## src/hdl/tfce_pkg.sv

```systemverilog
// ----------------------------------------------------------------------------
// tfce_pkg
// Shared types, codes and color expansion functions of the texel expander.
// ----------------------------------------------------------------------------
`default_nettype none

package tfce_pkg;

  // Pixel format codes. Codes 6 and 7 are unused and behave as raw 32-bit.
  localparam logic [2:0] PF_RAW32  = 3'd0;
  localparam logic [2:0] PF_RGB24  = 3'd1;
  localparam logic [2:0] PF_RGBA16 = 3'd2;
  localparam logic [2:0] PF_IDX8   = 3'd3;
  localparam logic [2:0] PF_IDX4   = 3'd4;
  localparam logic [2:0] PF_IDX8H  = 3'd5;

  // Item kinds carried on the input tuser.
  localparam logic CMD_STORE   = 1'b0;
  localparam logic CMD_CONVERT = 1'b1;

  // Palette entry format and storage mode.
  localparam logic CEF_32BIT    = 1'b0;
  localparam logic CLUT_SWIZZLE = 1'b0;

  // Configuration register indexes.
  localparam logic [2:0] REG_PIXEL_FORMAT      = 3'd0;
  localparam logic [2:0] REG_CLUT_ENTRY_FORMAT = 3'd1;
  localparam logic [2:0] REG_CLUT_MODE         = 3'd2;
  localparam logic [2:0] REG_ALPHA_EXPAND_MODE = 3'd3;
  localparam logic [2:0] REG_ALPHA0            = 3'd4;
  localparam logic [2:0] REG_ALPHA1            = 3'd5;

  localparam logic [7:0] ALPHA1_RESET = 8'h80;

  typedef struct packed {
    logic [2:0] pixel_format;
    logic       clut_entry_format;
    logic       clut_mode;
    logic       alpha_expand_mode;
    logic [7:0] alpha0;
    logic [7:0] alpha1;
  } cfg_t;

  // One decoded convert item: up to two beats, each either a direct color
  // or a palette read (port A for the first beat, port B for the second).
  typedef struct packed {
    logic [31:0] color0;
    logic [31:0] color1;
    logic        pal0;
    logic        pal1;
    logic        oor0;
    logic        oor1;
    logic        two;
  } req_t;

  function automatic logic [23:0] expand_rgb15(input logic [15:0] c);
    return {c[14:10], 3'b000, c[9:5], 3'b000, c[4:0], 3'b000};
  endfunction

  // Alpha bit becomes 0x80 or 0x00.
  function automatic logic [31:0] expand16_bit(input logic [15:0] c);
    return {c[15], 7'b0, expand_rgb15(c)};
  endfunction

  // Alpha from alpha1/alpha0, with black-is-transparent when enabled.
  function automatic logic [31:0] expand16_texa(input logic [15:0] c, input cfg_t cfg);
    logic [7:0] a;
    if (c[15]) begin
      a = cfg.alpha1;
    end else if (cfg.alpha_expand_mode && (c[14:0] == 15'd0)) begin
      a = 8'd0;
    end else begin
      a = cfg.alpha0;
    end
    return {a, expand_rgb15(c)};
  endfunction

  function automatic logic [31:0] expand24(input logic [23:0] rgb, input cfg_t cfg);
    logic [7:0] a;
    a = (cfg.alpha_expand_mode && (rgb == 24'd0)) ? 8'd0 : cfg.alpha0;
    return {a, rgb};
  endfunction

  // Swaps index bits 3 and 4.
  function automatic logic [7:0] swizzle(input logic [7:0] idx);
    return {idx[7:5], idx[3], idx[4], idx[2:0]};
  endfunction

endpackage

`default_nettype wire

```

## src/hdl/tfce_decode.sv

```systemverilog
// ----------------------------------------------------------------------------
// tfce_decode
// Input register, palette store path and decode of convert items.
// ----------------------------------------------------------------------------
`default_nettype none

module tfce_decode #(
  parameter int unsigned PALETTE_DEPTH = 256,
  localparam int unsigned AW = $clog2(PALETTE_DEPTH)
) (
  input  wire logic           clk,
  input  wire logic           rst,
  input  wire logic           s_tvalid,
  output logic                s_tready,
  input  wire logic           s_tuser,
  input  wire logic [39:0]    s_tdata,
  input  wire tfce_pkg::cfg_t cfg,
  input  wire logic           down_ready,
  output logic                req_valid,
  output tfce_pkg::req_t      req,
  output logic [AW-1:0]       rd_addr_a,
  output logic [AW-1:0]       rd_addr_b,
  output logic                wr_en,
  output logic [AW-1:0]       wr_addr,
  output logic [31:0]         wr_data
);
  import tfce_pkg::*;

  localparam logic [8:0] DEPTH9 = 9'(PALETTE_DEPTH);

  logic        in_valid;
  logic        in_cmd;
  logic [7:0]  in_idx;
  logic [31:0] in_data;
  logic        advance;
  logic [7:0]  idx_a;
  logic [7:0]  idx_b;
  logic [7:0]  pos;

  // A store finishes in this stage without waiting; a convert waits for the next stage.
  assign advance  = in_valid && ((in_cmd == CMD_STORE) || down_ready);
  assign s_tready = !in_valid || advance;

  always_ff @(posedge clk) begin
    if (rst) begin
      in_valid <= 1'b0;
    end else if (s_tready) begin
      in_valid <= s_tvalid;
    end
  end

  always_ff @(posedge clk) begin
    if (s_tready && s_tvalid) begin
      in_cmd  <= s_tuser;
      in_idx  <= s_tdata[7:0];
      in_data <= s_tdata[39:8];
    end
  end

  // Store path.
  always_comb begin
    pos     = in_idx;
    wr_data = in_data;
    if (cfg.clut_mode == CLUT_SWIZZLE) begin
      if (!(cfg.pixel_format == PF_IDX4 && cfg.clut_entry_format == CEF_32BIT)) begin
        pos = swizzle(in_idx);
      end
      if (cfg.clut_entry_format != CEF_32BIT) begin
        wr_data = expand16_bit(in_data[15:0]);
      end
    end else if (cfg.pixel_format == PF_IDX8) begin
      wr_data = expand16_texa(in_data[15:0], cfg);
    end else begin
      wr_data = expand16_bit(in_data[15:0]);
    end
  end

  assign wr_en   = in_valid && (in_cmd == CMD_STORE) && ({1'b0, pos} < DEPTH9);
  assign wr_addr = pos[AW-1:0];

  // Convert path.
  always_comb begin
    req.color0 = in_data;
    req.color1 = in_data;
    req.pal0   = 1'b0;
    req.pal1   = 1'b0;
    req.two    = 1'b0;
    idx_a      = in_data[7:0];
    idx_b      = in_data[7:0];
    unique case (cfg.pixel_format)
      PF_RGB24: begin
        req.color0 = expand24(in_data[23:0], cfg);
      end
      PF_RGBA16: begin
        req.color0 = expand16_texa(in_data[15:0], cfg);
        req.color1 = expand16_texa(in_data[31:16], cfg);
        req.two    = 1'b1;
      end
      PF_IDX8: begin
        req.pal0 = 1'b1;
      end
      PF_IDX4: begin
        idx_a    = {4'd0, in_data[3:0]};
        idx_b    = {4'd0, in_data[7:4]};
        req.pal0 = 1'b1;
        req.pal1 = 1'b1;
        req.two  = 1'b1;
      end
      PF_IDX8H: begin
        idx_a    = in_data[31:24];
        req.pal0 = 1'b1;
      end
      default: ;
    endcase
    req.oor0 = ({1'b0, idx_a} >= DEPTH9);
    req.oor1 = ({1'b0, idx_b} >= DEPTH9);
  end

  assign rd_addr_a = idx_a[AW-1:0];
  assign rd_addr_b = idx_b[AW-1:0];
  assign req_valid = advance && (in_cmd == CMD_CONVERT);

endmodule

`default_nettype wire

```

## config.mk

```make
export PLATFORM = sky130hd
export DESIGN_NAME = tfce_decode
export DESIGN_NICKNAME = d
export VERILOG_FILES = /design/src/hdl/tfce_pkg.sv /design/src/hdl/tfce_decode.sv
export SDC_FILE = /design/constraint.sdc
export NUM_CORES = 1
export LEC_CHECK = 0
export BUFFER_PORTS_ARGS = -buffer_cell sky130_fd_sc_hd__clkbuf_2
export CAP_MARGIN = 0
export CORE_MARGIN = 2
export CORE_UTILIZATION = 40
export CTS_CLUSTER_DIAMETER = 50
export DETAILED_ROUTE_END_ITERATION = 6
export PLACE_DENSITY = 0.79
export SLEW_MARGIN = 20
export SYNTH_ARGS = -nofsm -noshare
export SYNTH_HDL_FRONTEND = slang
export SYNTH_SLANG_ARGS = --single-unit
```

## constraint.sdc

```tcl
create_clock -name clk -period 3.1 [get_ports clk]
set_input_delay 0.62 -clock clk [delete_from_list [all_inputs] [get_ports clk]]
set_output_delay 0.62 -clock clk [all_outputs]
set_load 0.1 [all_outputs]
```

# == After elaboration in Yosys (flattened, before gate mapping) ==
# Cells that the tools add are included.
# totals
out_inout_bits,128
inputBits,67
wordCells,44
register_bits,42
# classes
muxes,17
n_reduce_logical,16
n_bitwise,2
n_eq_ne,5
# ops
op,count
$mux W32,4
$pmux W32 S2,1
$mux W8,6
$logic_not A15 Y1,2
$logic_not A24 Y1,1
$pmux W8 S2,1
$mux W5,2
$logic_and A1 B1 Y1,8
$eq A3 B2 Y1 const B,2
$eq A3 B3 Y1 const B,2
$eq A3 B1 Y1 const B,1
$mux W1,3
$reduce_or A3 Y1,1
$logic_or A1 B1 Y1,2
$not A1 Y1,2
$reduce_or A2 Y1,1
$logic_not A1 Y1,1

# == Longest topological paths before layout ==
# depth
ltp_word,6
ltp_mapped,6
mapped_depth_nobuf,4

# == Worst setup path before layout ==
# No wires, ideal clock.
# synth_path
path_kind,input to output
start,in cfg[20] in the netlist's numbering
end,out req[36] in the netlist's numbering
n_path_buf,1
arrival_time_ns,3.429
required_ns,2.480
cell_stages,5
path_slack_ns,-0.949
path_cell_list,buf_2 inv_1 nor3_2 nand3_1 o21ai_0
# synth_rtl
element,line_no,rtl
from (decl),tfce_decode.sv:17,"input wire tfce_pkg::cfg_t cfg,"
to (decl),tfce_decode.sv:20,"output tfce_pkg::req_t req,"

==> flow_summary.yaml <==
route:
  drt_iter0_drc: 273
  drt_first_pass_iters: 4
  antenna_left: 0
  wirelength_microns: 12900
  via_per_inst: 5.512
  remaining_drc_errors: 0
  wl_per_cell_microns: 19.85
  num_vias: 3583
critical_path:
  path_class: "flop to primary output"
  crit_fanout: 8
  crit_path_end_kind: "primary output"
  cp.required_ns: 2.48
  critPathCapture: "req[68]"
  reg2reg_to: "in_data[22]$_DFFE_PP_"
  arrival_ns: 2.37
  r2r-start: "in_cmd$_DFFE_PP_"
  start_kind: "flop"
  r2r_slack_ns: 1.32
  rr_worst_depth: 2
  crit_path_start: "in_data[3]$_DFFE_PP_"
placement:
  routabilityCongestion: 0.8541
  placed_cells: 641
  portBuffers: 192
  post-place-ws_ns: 0.3183
  dp_hpwl_microns: 10150
die:
  dieHeight_microns: 93.37
  die_x_microns: 93.37
  fp.dieArea_sq_um: 8717
  num_rows: 32
  design.core.area_sq_um: 7727
  start_util_pct: 41.34
  boundaryPins: 195
timing:
  skew_ns: 0.008421
  slew_headroom_pct: 35.98
  hold_viol_final: 0
  tns_ns: 0
  timing.final.ws_setup_ns: 0.1096
  worst_slew_pin_slew_ns: 0.9603
  hold_slack_ns: 0.4503
  max_freq_mhz: 334.4
  rsz0062_at_grt: "no"
  finalCritPeriodShare_pct: 96.46
  drv_slew: 0
  finalCriticalPeriod_ns: 2.990
  setup_viol: 0
global_routing:
  grt-ovfl-total: 0
  grt_pass1_wl_microns: 19980
  grt_pass1_vias: 3692
  grt_max_degree: 42
  antenna_found_initial: 0
  grt_usage_pct: 29.71
clock_tree:
  root_buffer: "clkbuf_8"
  clkSlewWorstSetupHoldPaths_ns: 0.09
  cts_buffer_depth: 2
  htreeDepth: 2
  holdBufCountCts: 0
  insertion_delay_ns: 0.31
  cts_tree: "done"
  cts.sinks: 42
  cts_inserted_buffers: 5
logic_synthesis:
  synth_edf_count: 41
  synth_area_sq_um: 3194
  synth-seq-area-share_pct: 39.17
  synth_area_per_cell_sq_um: 9.049
  synth_cell_types: 46
  synthFlopType: "edfxtp_1"
  syn_inst: 353
  yosysWarningCount: 0
  ys_ff_latch: 42
  synthArstFlopShare_pct: 0
outcome:
  status: "finished, final reports clean"
final_layout:
  final_cell_mix: "98 x nand2_1, 98 x clkbuf_2, 82 x buf_12"
  stdcell_count: 650
  syn_to_final_growth_pct: 80.06
  drive_gt1_share_pct: 51.46
  n_antenna_cell: 0
  postLayoutCoreUtil_pct: 74.43
  num-nets-final: 614
hold_path:
  hp-class: "input port to flop"
power_and_ir_drop:
  vdd_drop_max_mv: 0.4138
  p_per_area_nw_per_um2: 483.8
  p_leak_uw: 0.002554
run:
  drv_cap: 0
==> kinds of logic (layout without fill, tap and decap cells) <==
group           count (synthesis)  in the layout  share of synthesized area (%)
simple gates                  191            191                          32.24
compound gates                 60             60                          13.55
flops                          42             42                          39.17
buf+inv                        31            225                          5.170
mux                            28             28                          9.753
other cells                     1              2                         0.1174
==> area by class of cell <==
class / count / area (sq um)
Timing Repair Buffer: 213 / 2380
Clock inverter: 3 / 26.28
Fill cell: 498 / 1976
Tap cell: 102 / 127.6
Multi-Input combinational cell: 281 / 1883
Sequential cell: 42 / 1251
Inverter: 4 / 15.01
Clock buffer: 5 / 68.82
==> worst min path at each step <==
stage	startpoint	end	slack [ns]	cells past startpoint
2_1_floorplan	rst	in_valid$_SDFFE_PP0N_	0.69	1
3_3_place_gp	in_valid$_SDFFE_PP0N_	in_valid$_SDFFE_PP0N_	0.51	2
3_5_place_dp	in_valid$_SDFFE_PP0N_	in_valid$_SDFFE_PP0N_	0.55	2
4_1_cts	rst	in_valid$_SDFFE_PP0N_	0.45	2
5_1_grt	rst	in_valid$_SDFFE_PP0N_	0.45	2
6_report	rst	in_valid$_SDFFE_PP0N_	0.45	2
==> registers in the layout (all words and copies together), names as in the netlist <==
signal and cells:
in_valid 1, in_data 32, in_cmd 1, in_idx 8
==> where the power goes <==
part | internal, uW | total (uW) | switching, uW
clock | 167 | 384 | 216
sequential | 664 | 710 | 46.1
combinational | 490 | 1690 | 1200
total | 1320 | 2780 | 1460
==> metal layers <==
metal  track usage, %  vias to the layer above  wire, microns
li1                 -                     1642              -
met1            34.17                     1718           4808
met2            52.04                      188           6689
met3            8.461                       35           1068
met4            11.40                        0            334
met5                0                        -              0
==> timing repair <==
action / in CTS / in global routing
gates resized for setup: 0 / 2
pin swaps: 1 / 1
buffers inserted: 1 / 0
endpoints found under the setup margin: 5 / 8
==> through the flow <==
stage          power, uW  cell area, sq um
2_1_floorplan       1844              3277
3_3_place_gp        2385              5637
3_5_place_dp        2407              5637
4_1_cts             2782              5739
5_1_grt             2850              5752
6_report            2782              5752
==> synth_stat cells (8+ instances only) <==
library cell / number / area [sq um]
and2_1: 28 / 175.2
a221o_1: 11 / 110.1
edfxtp_1: 41 / 1231
o21ai_0: 11 / 55.05
nand2_1: 98 / 367.9
nor2b_1: 12 / 75.07
buf_4: 8 / 60.06
nor2_1: 9 / 33.78
a21oi_1: 23 / 115.1
buf_2: 9 / 45.04
nand3b_1: 8 / 60.06
mux2_2: 25 / 281.5
==> worst max-delay path, stage by stage, from the launching register on <==
cell	delay (ns)
edfxtp_1	0.54
nor4_4	0.43
nand4_2	0.18
o311ai_4	0.46
o221ai_2	0.18
buf_4	0.27
Power figures use the tool's default switching activity.
