`src/hdl/tfce_pkg.sv`:
```
// ----------------------------------------------------------------------------
// tfce_pkg
// Shared types, codes and color expansion functions of the texel expander.
// ----------------------------------------------------------------------------
`default_nettype none

package tfce_pkg;

  // Pixel format codes. Codes 6 and 7 are unused and behave as raw 32-bit.
  localparam logic [2:0] PF_RAW32  = 3'd0;
  localparam logic [2:0] PF_RGB24  = 3'd1;
  localparam logic [2:0] PF_RGBA16 = 3'd2;
  localparam logic [2:0] PF_IDX8   = 3'd3;
  localparam logic [2:0] PF_IDX4   = 3'd4;
  localparam logic [2:0] PF_IDX8H  = 3'd5;

  // Item kinds carried on the input tuser.
  localparam logic CMD_STORE   = 1'b0;
  localparam logic CMD_CONVERT = 1'b1;

  // Palette entry format and storage mode.
  localparam logic CEF_32BIT    = 1'b0;
  localparam logic CLUT_SWIZZLE = 1'b0;

  // Configuration register indexes.
  localparam logic [2:0] REG_PIXEL_FORMAT      = 3'd0;
  localparam logic [2:0] REG_CLUT_ENTRY_FORMAT = 3'd1;
  localparam logic [2:0] REG_CLUT_MODE         = 3'd2;
  localparam logic [2:0] REG_ALPHA_EXPAND_MODE = 3'd3;
  localparam logic [2:0] REG_ALPHA0            = 3'd4;
  localparam logic [2:0] REG_ALPHA1            = 3'd5;

  localparam logic [7:0] ALPHA1_RESET = 8'h80;

  typedef struct packed {
    logic [2:0] pixel_format;
    logic       clut_entry_format;
    logic       clut_mode;
    logic       alpha_expand_mode;
    logic [7:0] alpha0;
    logic [7:0] alpha1;
  } cfg_t;

  // One decoded convert item: up to two beats, each either a direct color
  // or a palette read (port A for the first beat, port B for the second).
  typedef struct packed {
    logic [31:0] color0;
    logic [31:0] color1;
    logic        pal0;
    logic        pal1;
    logic        oor0;
    logic        oor1;
    logic        two;
  } req_t;

  function automatic logic [23:0] expand_rgb15(input logic [15:0] c);
    return {c[14:10], 3'b000, c[9:5], 3'b000, c[4:0], 3'b000};
  endfunction

  // Alpha bit becomes 0x80 or 0x00.
  function automatic logic [31:0] expand16_bit(input logic [15:0] c);
    return {c[15], 7'b0, expand_rgb15(c)};
  endfunction

  // Alpha from alpha1/alpha0, with black-is-transparent when enabled.
  function automatic logic [31:0] expand16_texa(input logic [15:0] c, input cfg_t cfg);
    logic [7:0] a;
    if (c[15]) begin
      a = cfg.alpha1;
    end else if (cfg.alpha_expand_mode && (c[14:0] == 15'd0)) begin
      a = 8'd0;
    end else begin
      a = cfg.alpha0;
    end
    return {a, expand_rgb15(c)};
  endfunction

  function automatic logic [31:0] expand24(input logic [23:0] rgb, input cfg_t cfg);
    logic [7:0] a;
    a = (cfg.alpha_expand_mode && (rgb == 24'd0)) ? 8'd0 : cfg.alpha0;
    return {a, rgb};
  endfunction

  // Swaps index bits 3 and 4.
  function automatic logic [7:0] swizzle(input logic [7:0] idx);
    return {idx[7:5], idx[3], idx[4], idx[2:0]};
  endfunction

endpackage

`default_nettype wire

```
`src/hdl/tfce_out.sv`:
```
// ----------------------------------------------------------------------------
// tfce_out
// Beat sequencing of one or two texels and the output register.
// ----------------------------------------------------------------------------
`default_nettype none

module tfce_out (
  input  wire logic           clk,
  input  wire logic           rst,
  input  wire logic           req_valid,
  input  wire tfce_pkg::req_t req_in,
  output logic                down_ready,
  input  wire logic [31:0]    rdata_a,
  input  wire logic [31:0]    rdata_b,
  output logic                m_tvalid,
  input  wire logic           m_tready,
  output logic [31:0]         m_tdata,
  output logic                m_tlast
);
  import tfce_pkg::*;

  logic        busy;
  logic        second;
  req_t        req;
  logic        out_free;
  logic        push;
  logic        beat_last;
  logic [31:0] beat_color;

  assign out_free   = !m_tvalid || m_tready;
  assign push       = busy && out_free;
  assign beat_last  = !req.two || second;
  assign down_ready = !busy || (push && beat_last);

  // Palette read data stays put while this stage holds its item, since the
  // RAM is only read when a new item moves in.
  always_comb begin
    if (second) begin
      if (req.pal1) begin
        beat_color = req.oor1 ? 32'd0 : rdata_b;
      end else begin
        beat_color = req.color1;
      end
    end else if (req.pal0) begin
      beat_color = req.oor0 ? 32'd0 : rdata_a;
    end else begin
      beat_color = req.color0;
    end
  end

  always_ff @(posedge clk) begin
    if (rst) begin
      busy   <= 1'b0;
      second <= 1'b0;
    end else if (down_ready) begin
      busy   <= req_valid;
      second <= 1'b0;
    end else if (push) begin
      second <= 1'b1;
    end
  end

  always_ff @(posedge clk) begin
    if (down_ready && req_valid) begin
      req <= req_in;
    end
  end

  always_ff @(posedge clk) begin
    if (rst) begin
      m_tvalid <= 1'b0;
    end else if (out_free) begin
      m_tvalid <= push;
    end
  end

  always_ff @(posedge clk) begin
    if (push) begin
      m_tdata <= beat_color;
      m_tlast <= beat_last;
    end
  end

endmodule

`default_nettype wire

```
`config.mk`:
```
export PLATFORM = sky130hd
export DESIGN_NAME = tfce_out
export DESIGN_NICKNAME = d
export VERILOG_FILES = /design/src/hdl/tfce_pkg.sv /design/src/hdl/tfce_out.sv
export SDC_FILE = /design/constraint.sdc
export NUM_CORES = 1
export LEC_CHECK = 0
export BUFFER_PORTS_ARGS = -buffer_cell sky130_fd_sc_hd__buf_2
export CAP_MARGIN = 20
export CORE_ASPECT_RATIO = 0.7
export CORE_MARGIN = 3
export CORE_UTILIZATION = 49
export DETAILED_ROUTE_END_ITERATION = 7
export PLACE_DENSITY_LB_ADDON = 0.3
export SYNTH_ARGS = -nofsm -noshare
export SYNTH_HDL_FRONTEND = slang
export SYNTH_SLANG_ARGS = --single-unit
```
`constraint.sdc`:
```
create_clock -name clk -period 3.8 [get_ports clk]
set_input_delay 0.57 -clock clk [delete_from_list [all_inputs] [get_ports clk]]
set_output_delay 0.57 -clock clk [all_outputs]
set_load 0.05 [all_outputs]
```
# Yosys cells after proc, flatten, opt, wreduce, memory -nomap -nowiden
# Index checks and enable logic that the tools add are counted.
[op_classes] muxes=5 n_reduce_logical=10
[ops] cell="$mux W32" count=5
[ops] cell="$logic_and A1 B1 Y1" count=3
[ops] cell="$logic_not A1 Y1" count=3
[ops] cell="$logic_or A1 B1 Y1" count=3
[ops] cell="$reduce_or A2 Y1" count=1
[word_totals] wordCells=27 out_inout_bits=35 regBits=105

# Longest topological paths before layout
[logic_depth] ltp_word=6 ltp_mapped=4 mapped_depth_nobuf=3

# Worst setup path after synthesis
# Ideal clock, no wire load.
[synth_timing] path_type="reg2reg" startpoint="register m_tvalid" endpoint="register req[0] (netlist bit), enable pin" t_required_ps=3366 path_slack_ps=151 path_stages_with_launch=4 arrival_ps=3215 path_cell_list="dfxtp_1 > nor2b_1 > o21ai_1 > and2_1"
[synth_between] elab_chain_cells=6
[synth_rtl] element="from (decl)" line="tfce_out.sv:15" source="output logic m_tvalid,"
[synth_rtl] element="from (signal assigned)" line="tfce_out.sv:73" source="m_tvalid <= push;"
[synth_rtl] element="$logic_not A1 Y1" line="tfce_out.sv:30" source="assign out_free = !m_tvalid || m_tready;"
[synth_rtl] element="$logic_or A1 B1 Y1" line="tfce_out.sv:30"
[synth_rtl] element="$logic_and A1 B1 Y1" line="tfce_out.sv:31" source="assign push = busy && out_free;"
[synth_rtl] element="$logic_and A1 B1 Y1" line="tfce_out.sv:33" source="assign down_ready = !busy || (push && beat_last);"
[synth_rtl] element="$logic_or A1 B1 Y1" line="tfce_out.sv:33"
[synth_rtl] element="net down_ready" line="tfce_out.sv:12" source="output logic down_ready,"
[synth_rtl] element="$logic_and A1 B1 Y1" line="tfce_out.sv:64" source="if (down_ready && req_valid) begin"
[synth_rtl] element="to (signal assigned)" line="tfce_out.sv:65" source="req <= req_in;"
[synth_rtl] element="to (decl)" line="tfce_out.sv:24" source="req_t req;"
# The timed path passes the listed nets, and every way through them passes these cells.
# A chain may end at the register's enable or synchronous reset.

# Worst setup path in the final report
[layout_timing] startpoint="register req[0] (netlist bit)" endpoint="output down_ready"
[layout_between] elab_chain_cells=4
[layout_rtl] element="$logic_not A1 Y1" line="tfce_out.sv:32" source="assign beat_last = !req.two || second;"
[layout_rtl] element="$logic_or A1 B1 Y1" line="tfce_out.sv:32"
[layout_rtl] element="$logic_and A1 B1 Y1" line="tfce_out.sv:33"
[layout_rtl] element="$logic_or A1 B1 Y1" line="tfce_out.sv:33"
[layout_rtl] element="to (decl)" line="tfce_out.sv:12"
# Every way passes these cells.

==> metrics.md <==
| Metric | Value |
|---|---|
| Status | `complete, no violations` |
| Switching share of power | `0.238` |
| Period utilization | `0.509` |
| Filler Cell Count | `675` |
| Hold Path Sink | `req[37]` |
| Max-cap violation count | `0` |
| Total grt overflow | `0` |
| Min Tclk post-route | `1940 ps` |
| Leak pwr | `around 2.2 nW` |
| ANT cells | `0` |
| Sequential area share after synthesis | `0.677` |
| Cell row count | `28` |
| Max frequency | `517 MHz` |
| Detailed placement HPWL | `approximately 6900 um` |
| Reg2Reg Depth | `3` |
| Reg2reg start | `req[0]` |
| Number of I/O pins | `172` |
| DIE WIDTH | `122 um` |
| EDFF count, synth | `102` |
| Num Clock Sinks | `105` |
| Startpoint types | `register` |
| Vias in the first global route | `between 3000 and 4000` |
| Arrival time at the worst endpoint | `1370 ps` |
| Critical Path End Type | `output port` |
| Critical path class | `reg2out` |
| Synth Instances | `269` |
| Die H | `between 80 and 90 um` |
| Reg2reg setup slack | `about 1900 ps` |
| Final slew viol count | `0` |
| First-pass GRT wire length | `approximately 16000 um` |
| GRT Total Usage | `0.200` |
| Max clock buf depth | `2` |
| Layout cells sized above 1 | `0.645` |
| Effective utilization at floorplan | `0.524` |
| Die area | `~11000 um^2` |
| Routed WL per cell | `18.5 um` |
| CP Data Required Time | `between 3000 and 4000 ps` |
| Post-synthesis async set-or-reset flop share | `0` |
| Clock Latency Late Sink | `340 ps` |
| Worst slew margin relative to its limit | `0.323` |
| Share of the synthesized area in the top cell type | `0.664` |
| Final hold slack | `around 400 ps` |
| Final nets | `about 570` |
| Detailed Route Iter0 Violations | `197` |
| TritonCTS buffer count | `9` |
| Post-CTS Resized | `0` |
| Post-synth cell types | `24` |
| P_int | `2.12 mW` |
| NetSw | `around 0.66 mW` |
| Remaining antenna violation count after routing | `0` |
| Pin count of the biggest net entering global routing | `70` |
| Setup_tns | `0 ps` |
| Total routed wirelength | `10300 um` |
| Post-CTS Hold Buffers | `0` |
| Fin util | `0.660` |
| First-pass iteration count of the detailed router | `4` |
| Post-synth top area cell | `edfxtp_1` |
| Synth Flop Type | `edfxtp_1` |
| Net Count, Synth | `406` |
| Final Cell Area | `between 5000 and 6000 um^2` |
| Via Count | `slightly below 3000` |
| Power Density | `479 nW/um^2` |
| RSZ-0062 raised after global routing | `no` |
| Crit-path max FO | `3` |
| Total power | `2.78 mW` |
| Vias per cell | `5.21` |
| RR Endpoint | `req[7]` |
| Synth top area cells | `edfxtp_1, a21oi_2, a221oi_2, nor2b_1, buf_12` |
| Dpl cell area | `5480 um^2` |
| Syn avg cell area | `17.1 um^2` |
| Top-count cell post-synth | `edfxtp_1` |
| Final-report hold violation count | `0` |
| Initial antenna violation count | `1` |
| Mapped cell area | `between 4000 and 5000 um^2` |
| CTS clk-pin slew, worst paths | `roughly 70 ps` |
| Max VDD drop | `0.000253 V` |
| Ys Warns | `0` |
| Top cells by count, synth | `edfxtp_1, a21oi_2, a221oi_2, nor2b_1, buf_2` |
| Hold Crit Start | `req_in[37]` |
| Reg power frac | `0.499` |
| Global placer's final weighted congestion | `0.753` |
| CTS tree | `built` |
| Core Footprint | `8790 um^2` |
| Comb power frac | `0.142` |
| Area growth syn-to-layout | `25.9%` |
| Clock share of power | `0.359` |
| Worst-Margin Slew | `1020 ps` |
| Hold path cells | `1` |
| Drt drc | `0` |
| HP Class | `in2reg` |
| Root Buffer | `clkbuf_16` |
| CP startpoint | `req[0]` |
| IO Port Bufs | `171` |
| Post-CTS Setup Bufs | `0` |
| #FFs+latches synth | `105` |
| Htree depth | `3` |
| # setup viols final | `0` |
| Clock Skew | `6.59 ps` |
==> how the worst max path moves through the flow <==
stage	to	slack (ps)	depth (start not counted)
2_1_floorplan	req[0]	150	3
3_3_place_gp	req[22]	1720	4
3_5_place_dp	req[55]	1630	4
4_1_cts	down_ready	1840	3
5_1_grt	req[52]	1720	3
6_report	down_ready	1860	3
==> layer usage <==
layer / part of all wire / track usage / vias up
met3: 0.071 / 0.0675 / 12
met1: 0.43 / 0.253 / 1415
met4: 0.0094 / 0.0529 / 2
met5: 0.0019 / 0 / -
met2: 0.49 / 0.334 / 94
li1: - / - / 1391
==> power groups by stage <==
stage          registers [mW]  logic, mW  clock network [mW]
6_report                 1.39      0.396               0.999
5_1_grt                  1.39      0.427                1.07
4_1_cts                  1.39      0.401                1.02
3_5_place_dp             1.41      0.401                   0
3_3_place_gp             1.41      0.392                   0
2_1_floorplan            1.50      0.186                   0
==> worst max-delay path, cell delays in order (launching register included) <==
cell and delay (ps):
edfxtp_1 360, nor2b_1 160, o21ai_1 210, buf_2 310
==> state kept, by name, summed over array words and instances (netlist names) <==
signal and cells:
m_tdata 32, second 1, req 69, m_tvalid 1, busy 1, m_tlast 1
==> layout by cell type, fill, tap and decap left out, drive strengths merged <==
cell type  Yosys  final
nand3b         2      2
a22oi          1      1
a21oi         63     63
nor2           2      2
a31oi          1      1
and2b          5      5
o21ai          1      1
and2           2      2
mux2i          1      1
bufinv         0      2
buf           19    173
a221oi        31     31
nor2b         30     30
inv            3      3
clkinv         0      1
clkbuf         0     13
nand2b         2      2
edfxtp       102    102
dfxtp          3      3
nor3b          1      1
==> stage by stage <==
stage	instances	setup WS [ps]
finish	559	1860
global route	559	1720
CTS	559	1840
detailed placement	543	1630
global placement	543	1720
floorplan	269	151
==> area by class of cell <==
class | instances | area, um^2 | area share
Clock buffer | 13 | 260 | 0.0448
Clock inverter | 3 | 65.1 | 0.0112
Inverter | 3 | 11.3 | 0.00194
Multi-Input combinational cell | 142 | 1320 | 0.227
Sequential cell | 105 | 3130 | 0.539
Tap cell | 120 | 150 | 0.0259
Timing Repair Buffer | 173 | 871 | 0.150
==> logic make-up after synthesis <==
family | synth area share
AO/OA/AOI/OAI | 0.221
buffers and inverters | 0.0375
flip-flops | 0.677
multiplexers | 0.00217
AND/OR/NAND/NOR | 0.0619
Power figures use the tool's default switching activity.
