==> src/hdl/tfce_pkg.sv <==
// ----------------------------------------------------------------------------
// tfce_pkg
// Shared types, codes and color expansion functions of the texel expander.
// ----------------------------------------------------------------------------
`default_nettype none

package tfce_pkg;

  // Pixel format codes. Codes 6 and 7 are unused and behave as raw 32-bit.
  localparam logic [2:0] PF_RAW32  = 3'd0;
  localparam logic [2:0] PF_RGB24  = 3'd1;
  localparam logic [2:0] PF_RGBA16 = 3'd2;
  localparam logic [2:0] PF_IDX8   = 3'd3;
  localparam logic [2:0] PF_IDX4   = 3'd4;
  localparam logic [2:0] PF_IDX8H  = 3'd5;

  // Item kinds carried on the input tuser.
  localparam logic CMD_STORE   = 1'b0;
  localparam logic CMD_CONVERT = 1'b1;

  // Palette entry format and storage mode.
  localparam logic CEF_32BIT    = 1'b0;
  localparam logic CLUT_SWIZZLE = 1'b0;

  // Configuration register indexes.
  localparam logic [2:0] REG_PIXEL_FORMAT      = 3'd0;
  localparam logic [2:0] REG_CLUT_ENTRY_FORMAT = 3'd1;
  localparam logic [2:0] REG_CLUT_MODE         = 3'd2;
  localparam logic [2:0] REG_ALPHA_EXPAND_MODE = 3'd3;
  localparam logic [2:0] REG_ALPHA0            = 3'd4;
  localparam logic [2:0] REG_ALPHA1            = 3'd5;

  localparam logic [7:0] ALPHA1_RESET = 8'h80;

  typedef struct packed {
    logic [2:0] pixel_format;
    logic       clut_entry_format;
    logic       clut_mode;
    logic       alpha_expand_mode;
    logic [7:0] alpha0;
    logic [7:0] alpha1;
  } cfg_t;

  // One decoded convert item: up to two beats, each either a direct color
  // or a palette read (port A for the first beat, port B for the second).
  typedef struct packed {
    logic [31:0] color0;
    logic [31:0] color1;
    logic        pal0;
    logic        pal1;
    logic        oor0;
    logic        oor1;
    logic        two;
  } req_t;

  function automatic logic [23:0] expand_rgb15(input logic [15:0] c);
    return {c[14:10], 3'b000, c[9:5], 3'b000, c[4:0], 3'b000};
  endfunction

  // Alpha bit becomes 0x80 or 0x00.
  function automatic logic [31:0] expand16_bit(input logic [15:0] c);
    return {c[15], 7'b0, expand_rgb15(c)};
  endfunction

  // Alpha from alpha1/alpha0, with black-is-transparent when enabled.
  function automatic logic [31:0] expand16_texa(input logic [15:0] c, input cfg_t cfg);
    logic [7:0] a;
    if (c[15]) begin
      a = cfg.alpha1;
    end else if (cfg.alpha_expand_mode && (c[14:0] == 15'd0)) begin
      a = 8'd0;
    end else begin
      a = cfg.alpha0;
    end
    return {a, expand_rgb15(c)};
  endfunction

  function automatic logic [31:0] expand24(input logic [23:0] rgb, input cfg_t cfg);
    logic [7:0] a;
    a = (cfg.alpha_expand_mode && (rgb == 24'd0)) ? 8'd0 : cfg.alpha0;
    return {a, rgb};
  endfunction

  // Swaps index bits 3 and 4.
  function automatic logic [7:0] swizzle(input logic [7:0] idx);
    return {idx[7:5], idx[3], idx[4], idx[2:0]};
  endfunction

endpackage

`default_nettype wire

==> src/hdl/tfce_cfg.sv <==
// ----------------------------------------------------------------------------
// tfce_cfg
// Configuration register file, written through the index/data channel.
// ----------------------------------------------------------------------------
`default_nettype none

module tfce_cfg (
  input  wire logic          clk,
  input  wire logic          rst,
  input  wire logic          cfg_valid,
  output logic               cfg_ready,
  input  wire logic [2:0]    cfg_index,
  input  wire logic [7:0]    cfg_data,
  output tfce_pkg::cfg_t     cfg
);
  import tfce_pkg::*;

  assign cfg_ready = 1'b1;

  always_ff @(posedge clk) begin
    if (rst) begin
      cfg.pixel_format      <= PF_RAW32;
      cfg.clut_entry_format <= CEF_32BIT;
      cfg.clut_mode         <= CLUT_SWIZZLE;
      cfg.alpha_expand_mode <= 1'b0;
      cfg.alpha0            <= 8'd0;
      cfg.alpha1            <= ALPHA1_RESET;
    end else if (cfg_valid) begin
      unique case (cfg_index)
        REG_PIXEL_FORMAT:      cfg.pixel_format      <= cfg_data[2:0];
        REG_CLUT_ENTRY_FORMAT: cfg.clut_entry_format <= cfg_data[0];
        REG_CLUT_MODE:         cfg.clut_mode         <= cfg_data[0];
        REG_ALPHA_EXPAND_MODE: cfg.alpha_expand_mode <= cfg_data[0];
        REG_ALPHA0:            cfg.alpha0            <= cfg_data;
        REG_ALPHA1:            cfg.alpha1            <= cfg_data;
        default: ;
      endcase
    end
  end

endmodule

`default_nettype wire

==> config.mk <==
export PLATFORM = sky130hd
export DESIGN_NAME = tfce_cfg
export DESIGN_NICKNAME = d
export VERILOG_FILES = /design/src/hdl/tfce_pkg.sv /design/src/hdl/tfce_cfg.sv
export SDC_FILE = /design/constraint.sdc
export NUM_CORES = 1
export LEC_CHECK = 0
export BUFFER_PORTS_ARGS = -buffer_cell sky130_fd_sc_hd__buf_2
export CORE_ASPECT_RATIO = 0.7
export CORE_MARGIN = 8
export CORE_UTILIZATION = 49
export CTS_BUF_LIST = sky130_fd_sc_hd__clkbuf_4 sky130_fd_sc_hd__clkbuf_8
export DETAILED_ROUTE_END_ITERATION = 7
export GPL_ROUTABILITY_DRIVEN = 0
export PLACE_DENSITY_LB_ADDON = 0.08
export SETUP_SLACK_MARGIN = 0.02
export SLEW_MARGIN = 20
export SYNTH_ARGS = -nofsm -noshare
export SYNTH_HDL_FRONTEND = slang
export SYNTH_SLANG_ARGS = --single-unit
==> constraint.sdc <==
create_clock -name clk -period 1.2 [get_ports clk]
set_input_delay 0.06 -clock clk [delete_from_list [all_inputs] [get_ports clk]]
set_output_delay 0.06 -clock clk [all_outputs]
set_load 0.005 [all_outputs]
# Yosys cells after proc, flatten, opt, wreduce, memory -nomap -nowiden
# Cells that the tools add are included.
# totals
reg_bits	22
input_bits	14
out_inout_bits	23
wordCells	18
# op_classes
n_eq_ne	5
n_reduce_logical	7
# op_table
cell	count
$reduce_and A2 Y1	6
$eq A3 B2 Y1 const B	2
$eq A3 B3 Y1 const B	2
$eq A3 B1 Y1 const B	1
$logic_not A3 Y1	1

# Depth between registers and ports, before layout
# Gate-level depths: netlist of the first run.
# logic_depth
depth_word	2
depth_mapped	3
ltp_nobuf	2

# Worst setup path after synthesis of the first run
# Ideal clock, no wire load.
# synth_timing
kind	input to register
start	input cfg_index[1]
end	register cfg[19] in the netlist's numbering
setup_ns	0.124
arrival_time_ns	0.811
required_ns	1.076
setup_slack_ns	0.265
stages	3
n_path_buf	1
cell_sequence	or4b_1 -> buf_2 -> mux2i_1
# synth_via
elab_chain_len	2
# synth_rtl
item	line_no	rtl
start, declared	tfce_cfg.sv:12	input wire logic [2:0] cfg_index,
$logic_not A3 Y1	tfce_cfg.sv:29	unique case (cfg_index)
$reduce_and A2 Y1 (no line)	--	
end, declared	tfce_cfg.sv:14	output tfce_pkg::cfg_t cfg
# Every way passes these cells.
# A chain may end at the register's enable or synchronous reset.

# Worst setup path in the final report of the first run
# layout_timing
start	register cfg[2] in the netlist's numbering
end	output cfg[2] in the netlist's numbering
# No word-level cell between the ends.

==> flow_metrics.tcl, run 1 <==
set metrics [dict create \
    largest_reg_flops 22 \
    slew_viol_final 0 \
    cts_resized 0 \
    crit_path_end_kind "output port" \
    rr_startpoint "cfg[10]$_SDFFE_PP0P_" \
    crit_path_start_kind "flip-flop" \
    fin_hold_ws_ns 0.00999 \
    grt_pass1_wl_mm 3.50 \
    clkLatencyLatePin_ns 0.31 \
    p_leak_uw 0.000579 \
    wl_per_cell_um 14.5 \
    vias 729 \
    drt_wl_total_mm 2.11 \
    fmax_ghz 1.17 \
    criticalPathCategory "reg2out" \
    hp-start "cfg_data[7]" \
    cts_setup_buffers 0 \
    status "complete, no violations" \
    grt_max_degree 24 \
    root_buffer "clkbuf_4" \
    die_area_sq_mm 0.00369 \
    cp_slowest_stage_delay_ns 0.36 \
    core_area_sq_mm 0.00187 \
    p_per_area_mw_per_mm2 1100 \
    period_share 0.713 \
    slowest_stage "dfxtp_1" \
    critPathTopFamily "flip-flops" \
    top_regs "cfg x22" \
    htreeDepth 1 \
    start_util 0.520 \
    multi_input_area_sq_um 497 \
    seq_area_sq_um 440 \
    setup_tns_ns 0 \
    synthCells 92 \
    final_common_cell "buf_2" \
    finalClockSkew_ns 0 \
    fp.dieH_um 53.3 \
    path_clk_slew_ns 0.12 \
    critPathBufInv 1 \
    die_w_um 69.3 \
    drive_gt1_frac 0.339 \
    clock_sinks 22 \
    fin_crit_ns 0.855 \
    ant_nets 0 \
    ys_seq_area_frac 0.452 \
    rsz0062_at_grt "no" \
    ioPinCount 37 \
    drc 0 \
    syn_area_sq_um 973 \
    fin_ws_ns 0.345 \
    fillers 163 \
    setup_violations 0 \
    arrival_ns 0.80 \
    grt_usage 0.117 \
    required_ns 1.14 \
    synth-seq-cells 22 \
    cts_tree "yes" \
    cts_hold_buf 0 \
    numCtsBuffers 3 \
    max_flop_register "cfg" \
    maxCapViolCount 0 \
    dp.cells 142 \
    drt_iter0_drc 39 \
    post_synth.cell_area_avg_sq_um 10.6 \
    p_total_uw 1300 \
    area_growth_pct 21.6 \
    antenna_cells 0 \
    grt_pass1_vias 739 \
    pre_cts_slack_ns 0.0999 \
    fp-row-count 13 \
    io_buffers 35 \
    crit_fanout 2 \
    nets 139 \
    grt_antenna_before_repair 0 \
    vdd_drop_max_mv 0.671 \
    path_cells "buf_2" \
    mostFrequentLayoutCells "buf_2 (35), nand2b_1 (29), mux2i_1 (22), dfxtp_1 (22), clkbuf_4 (3)" \
    clk_path_buf_depth 2 \
    vias_per_cell 4.99 \
    dpl.hpwl_mm 1.64 \
    overflow 0 \
    hold_violations 0 \
    finalNonFillerCells 146 \
    startpoint "cfg[2]$_SDFFE_PP0P_" \
    synth_cell_types 14 \
    min_path_type "in2reg" \
    synth_warnings 0 \
    synth_nets 106 \
    drtPass1Iterations 4 \
]
==> final timing paths <==
check	end	cells after the start	slack [ns]
worst max-delay path	cfg[2]	1	0.34
worst min-delay path	cfg[15]$_SDFFE_PP0P_	3	0.01
worst min register to register	cfg[12]$_SDFFE_PP0P_	2	0.48
worst max register to register	cfg[10]$_SDFFE_PP0P_	2	0.59
==> cell usage after synthesis, drive strengths merged <==
library cell / number / area [sq um]
buf: 3 / 17.5
nand2b: 29 / 181
or4b: 1 / 10.0
nor4bb: 1 / 10.0
dfxtp: 22 / 440
conb: 1 / 3.75
and4bb: 2 / 25.0
nor2: 2 / 7.51
nand4bb: 1 / 11.3
clkbuf: 5 / 18.8
mux2i: 22 / 220
nand4b: 2 / 17.5
and4b: 1 / 10.0
==> cells by family (layout without fill, tap and decap cells) <==
logic type             count (synthesis)  count (layout)  synth area share
other                                  1               1           0.00385
AND/OR/NAND/NOR                       39              39             0.280
buffers and inverters                  8              40            0.0373
flip-flops                            22              22             0.452
multiplexers                          22              22             0.226
==> layout make-up <==
cell class	count	area share
Multi-Input combinational cell	62	0.420
Sequential cell	22	0.372
Timing Repair Buffer	36	0.154
Clock buffer	4	0.0307
Tap cell	22	0.0233
==> routing by layer <==
metal,GRT usage,vias up,wire length [um]
met1,0.134,334,1000
li1,-,370,-
met3,0.0634,4,182
met5,0,-,0
met4,0.0407,0,21
met2,0.185,21,906
==> where the power goes <==
part / internal [uW] / leakage [uW] / switching, uW
Clock: 185 / 0.0000210 / 230
Sequential: 746 / 0.000178 / 7.55
Combinational: 67.9 / 0.000380 / 61.6
Total: 1000 / 0.000579 / 299
==> through the flow <==
| step | util | area [sq um] |
|---|---|---|
| 2_1_floorplan | - | 973 |
| 3_3_place_gp | 0.613 | 1150 |
| 3_5_place_dp | 0.613 | 1150 |
| 4_1_cts | 0.633 | 1180 |
| 5_1_grt | 0.633 | 1180 |
| 6_report | 0.633 | 1180 |
No activity file was read; power rests on OpenSTA's default activity.
==> inputs of run 2 (changes only) <==
==> constraint.sdc (replaced) <==
create_clock -name clk -period 0.85 [get_ports clk]
set_input_delay 0.0425 -clock clk [delete_from_list [all_inputs] [get_ports clk]]
set_output_delay 0.0425 -clock clk [all_outputs]
set_load 0.005 [all_outputs]
==> run 2 against run 1 <==
First-iteration DRC count increased by 2.6%. Non-clock buffer count increased by 11. Sequential share of layout area decreased by 2.7 points. Setup slack got worse by 0.29 ns. Routed wire length increased by 4.0%. Clock-buffer cell count decreased by 1. Total power increased by 35%. Core utilization increased by 9.3 points. Flip-flop and latch count unchanged. Cell count increased by 6.8%. Highest routed layer is now met3.
==> flow_metrics.tcl, run 2 (synthesis gave the netlist of run 1 again) <==
set metrics [dict create \
    status "complete, no violations" \
    cts_tree "yes" \
    p_leak_uw 0.000650 \
    finalClockSkew_ns 0 \
    critPathBufInv 1 \
    max_flop_register "cfg" \
    fp-row-count 13 \
    dp.cells 148 \
    cp_slowest_stage_delay_ns 0.34 \
    clk_path_buf_depth 2 \
    path_cells "buf_2" \
    path_clk_slew_ns 0.11 \
    numCtsBuffers 3 \
    io_buffers 35 \
    fmax_ghz 1.25 \
    ant_nets 0 \
    critPathTopFamily "flip-flops" \
    grt_usage 0.122 \
    htreeDepth 1 \
    hp-start "cfg_data[5]" \
    maxCapViolCount 0 \
    rsz0062_at_grt "yes" \
    antenna_cells 0 \
    min_path_type "in2reg" \
    min_path_cells 3 \
    top_regs "cfg x22" \
    clock_sinks 22 \
    rrSetupSlack_ns 0.15 \
    die_w_um 69.3 \
    vdd_drop_max_mv 1.41 \
    fp.dieH_um 53.3 \
    slew_viol_final 0 \
    start_util 0.520 \
    setup_violations 0 \
    grt_pass1_vias 781 \
    holdPathEnd "cfg[5]$_SDFFE_PP0P_" \
    core_area_sq_mm 0.00187 \
    mostFrequentLayoutCells "nand2b_1 (29), buf_2 (25), mux2i_1 (22), dfxtp_2 (22)" \
    largest_reg_flops 22 \
    crit_fanout 2 \
    nets 150 \
    dpl.hpwl_mm 1.73 \
    required_ns 0.81 \
    drt_wl_total_mm 2.20 \
    final_common_cell "nand2b_1" \
    wl_per_cell_um 14.1 \
    r2r.worst_path.cells 3 \
    criticalPathCategory "reg2out" \
    drt_iter0_drc 40 \
    reg2reg_to "cfg[4]$_SDFFE_PP0P_" \
    fin_crit_ns 0.797 \
    crit_path_end_kind "output port" \
    drive_gt1_frac 0.545 \
    crit_path_start_kind "flip-flop" \
    overflow 0 \
    period_share 0.938 \
    clkLatencyLatePin_ns 0.29 \
    hold_violations 0 \
    grt_max_degree 21 \
    grt_pass1_wl_mm 3.71 \
    finalNonFillerCells 156 \
    grt_antenna_before_repair 0 \
    drtPass1Iterations 6 \
    die_area_sq_mm 0.00369 \
    p_per_area_mw_per_mm2 1290 \
    rr_startpoint "cfg[4]$_SDFFE_PP0P_" \
    drc 0 \
    startpoint "cfg[9]$_SDFFE_PP0P_" \
    ioPinCount 37 \
    p_total_uw 1750 \
    root_buffer "clkbuf_4" \
    vias 780 \
    area_growth_pct 39.5 \
    slowest_stage "dfxtp_2" \
    arrival_ns 0.75 \
    vias_per_cell 5.00 \
]
## run 2: worst max-delay path by stage
| stage | slack [ns] | depth (start not counted) | end |
|---|---|---|---|
| 3_3_place_gp | -0.19 | 3 | cfg[19]$_SDFFE_PP0P_ |
| 5_1_grt | 0.009 | 1 | cfg[14] |
| 6_report | 0.05 | 1 | cfg[9] |
| 3_5_place_dp | -0.20 | 3 | cfg[19]$_SDFFE_PP0P_ |
| 2_1_floorplan | -0.07 | 3 | cfg[19]$_SDFFE_PP0P_ |
| 4_1_cts | 0.02 | 1 | cfg[0] |
## run 2: routing by layer
metal | share of wire | global-route usage | vias up
li1 | - | - | 395
met1 | 0.47 | 0.145 | 363
met2 | 0.46 | 0.203 | 22
met3 | 0.071 | 0.0616 | 0
met4 | 0 | 0.0102 | 0
met5 | 0 | 0 | -
## run 2: tightest hold or removal path: cells and delay by family
kind                   cells  cell delay [ns]
buffers and inverters      1             0.10
multiplexers               1             0.07
AND/OR/NAND/NOR            1             0.09
## run 2: where the power goes
group	total (uW)	internal [uW]	switching (uW)	leakage, uW
combinational	231	135	95.1	0.000449
sequential	1070	1060	13.1	0.000188
clock	452	165	287	0.0000138
## run 2: layout make-up
| class | instances | area, sq um |
|---|---|---|
| multi-input combinational | 62 | 497 |
| sequential | 22 | 468 |
| clock buffer | 3 | 22.5 |
| tap | 22 | 27.5 |
| timing repair buffer | 47 | 343 |
| fill | 157 | 513 |
## run 2: stage by stage
stage                     utilization  setup slack [ns]  hold slack, ns  setup TNS (ns)  area (sq um)
final                           0.726            0.0527          0.0338               0          1360
after global placement          0.644            -0.190           0.317           -1.48          1200
after global routing            0.726           0.00870          0.0338               0          1360
after floorplan                     -           -0.0674           0.198          -0.193           973
after detailed placement        0.644            -0.202           0.328           -1.82          1200
after CTS                       0.667            0.0249          0.0202               0          1250
## run 2: repair_timing
action                     CTS  global route
setup buffers                0             4
setup endpoints to repair    8            22
gates resized for setup      8            24
hold buffers                 1             0
pin swaps                    0             0
hold endpoints to repair     1             0
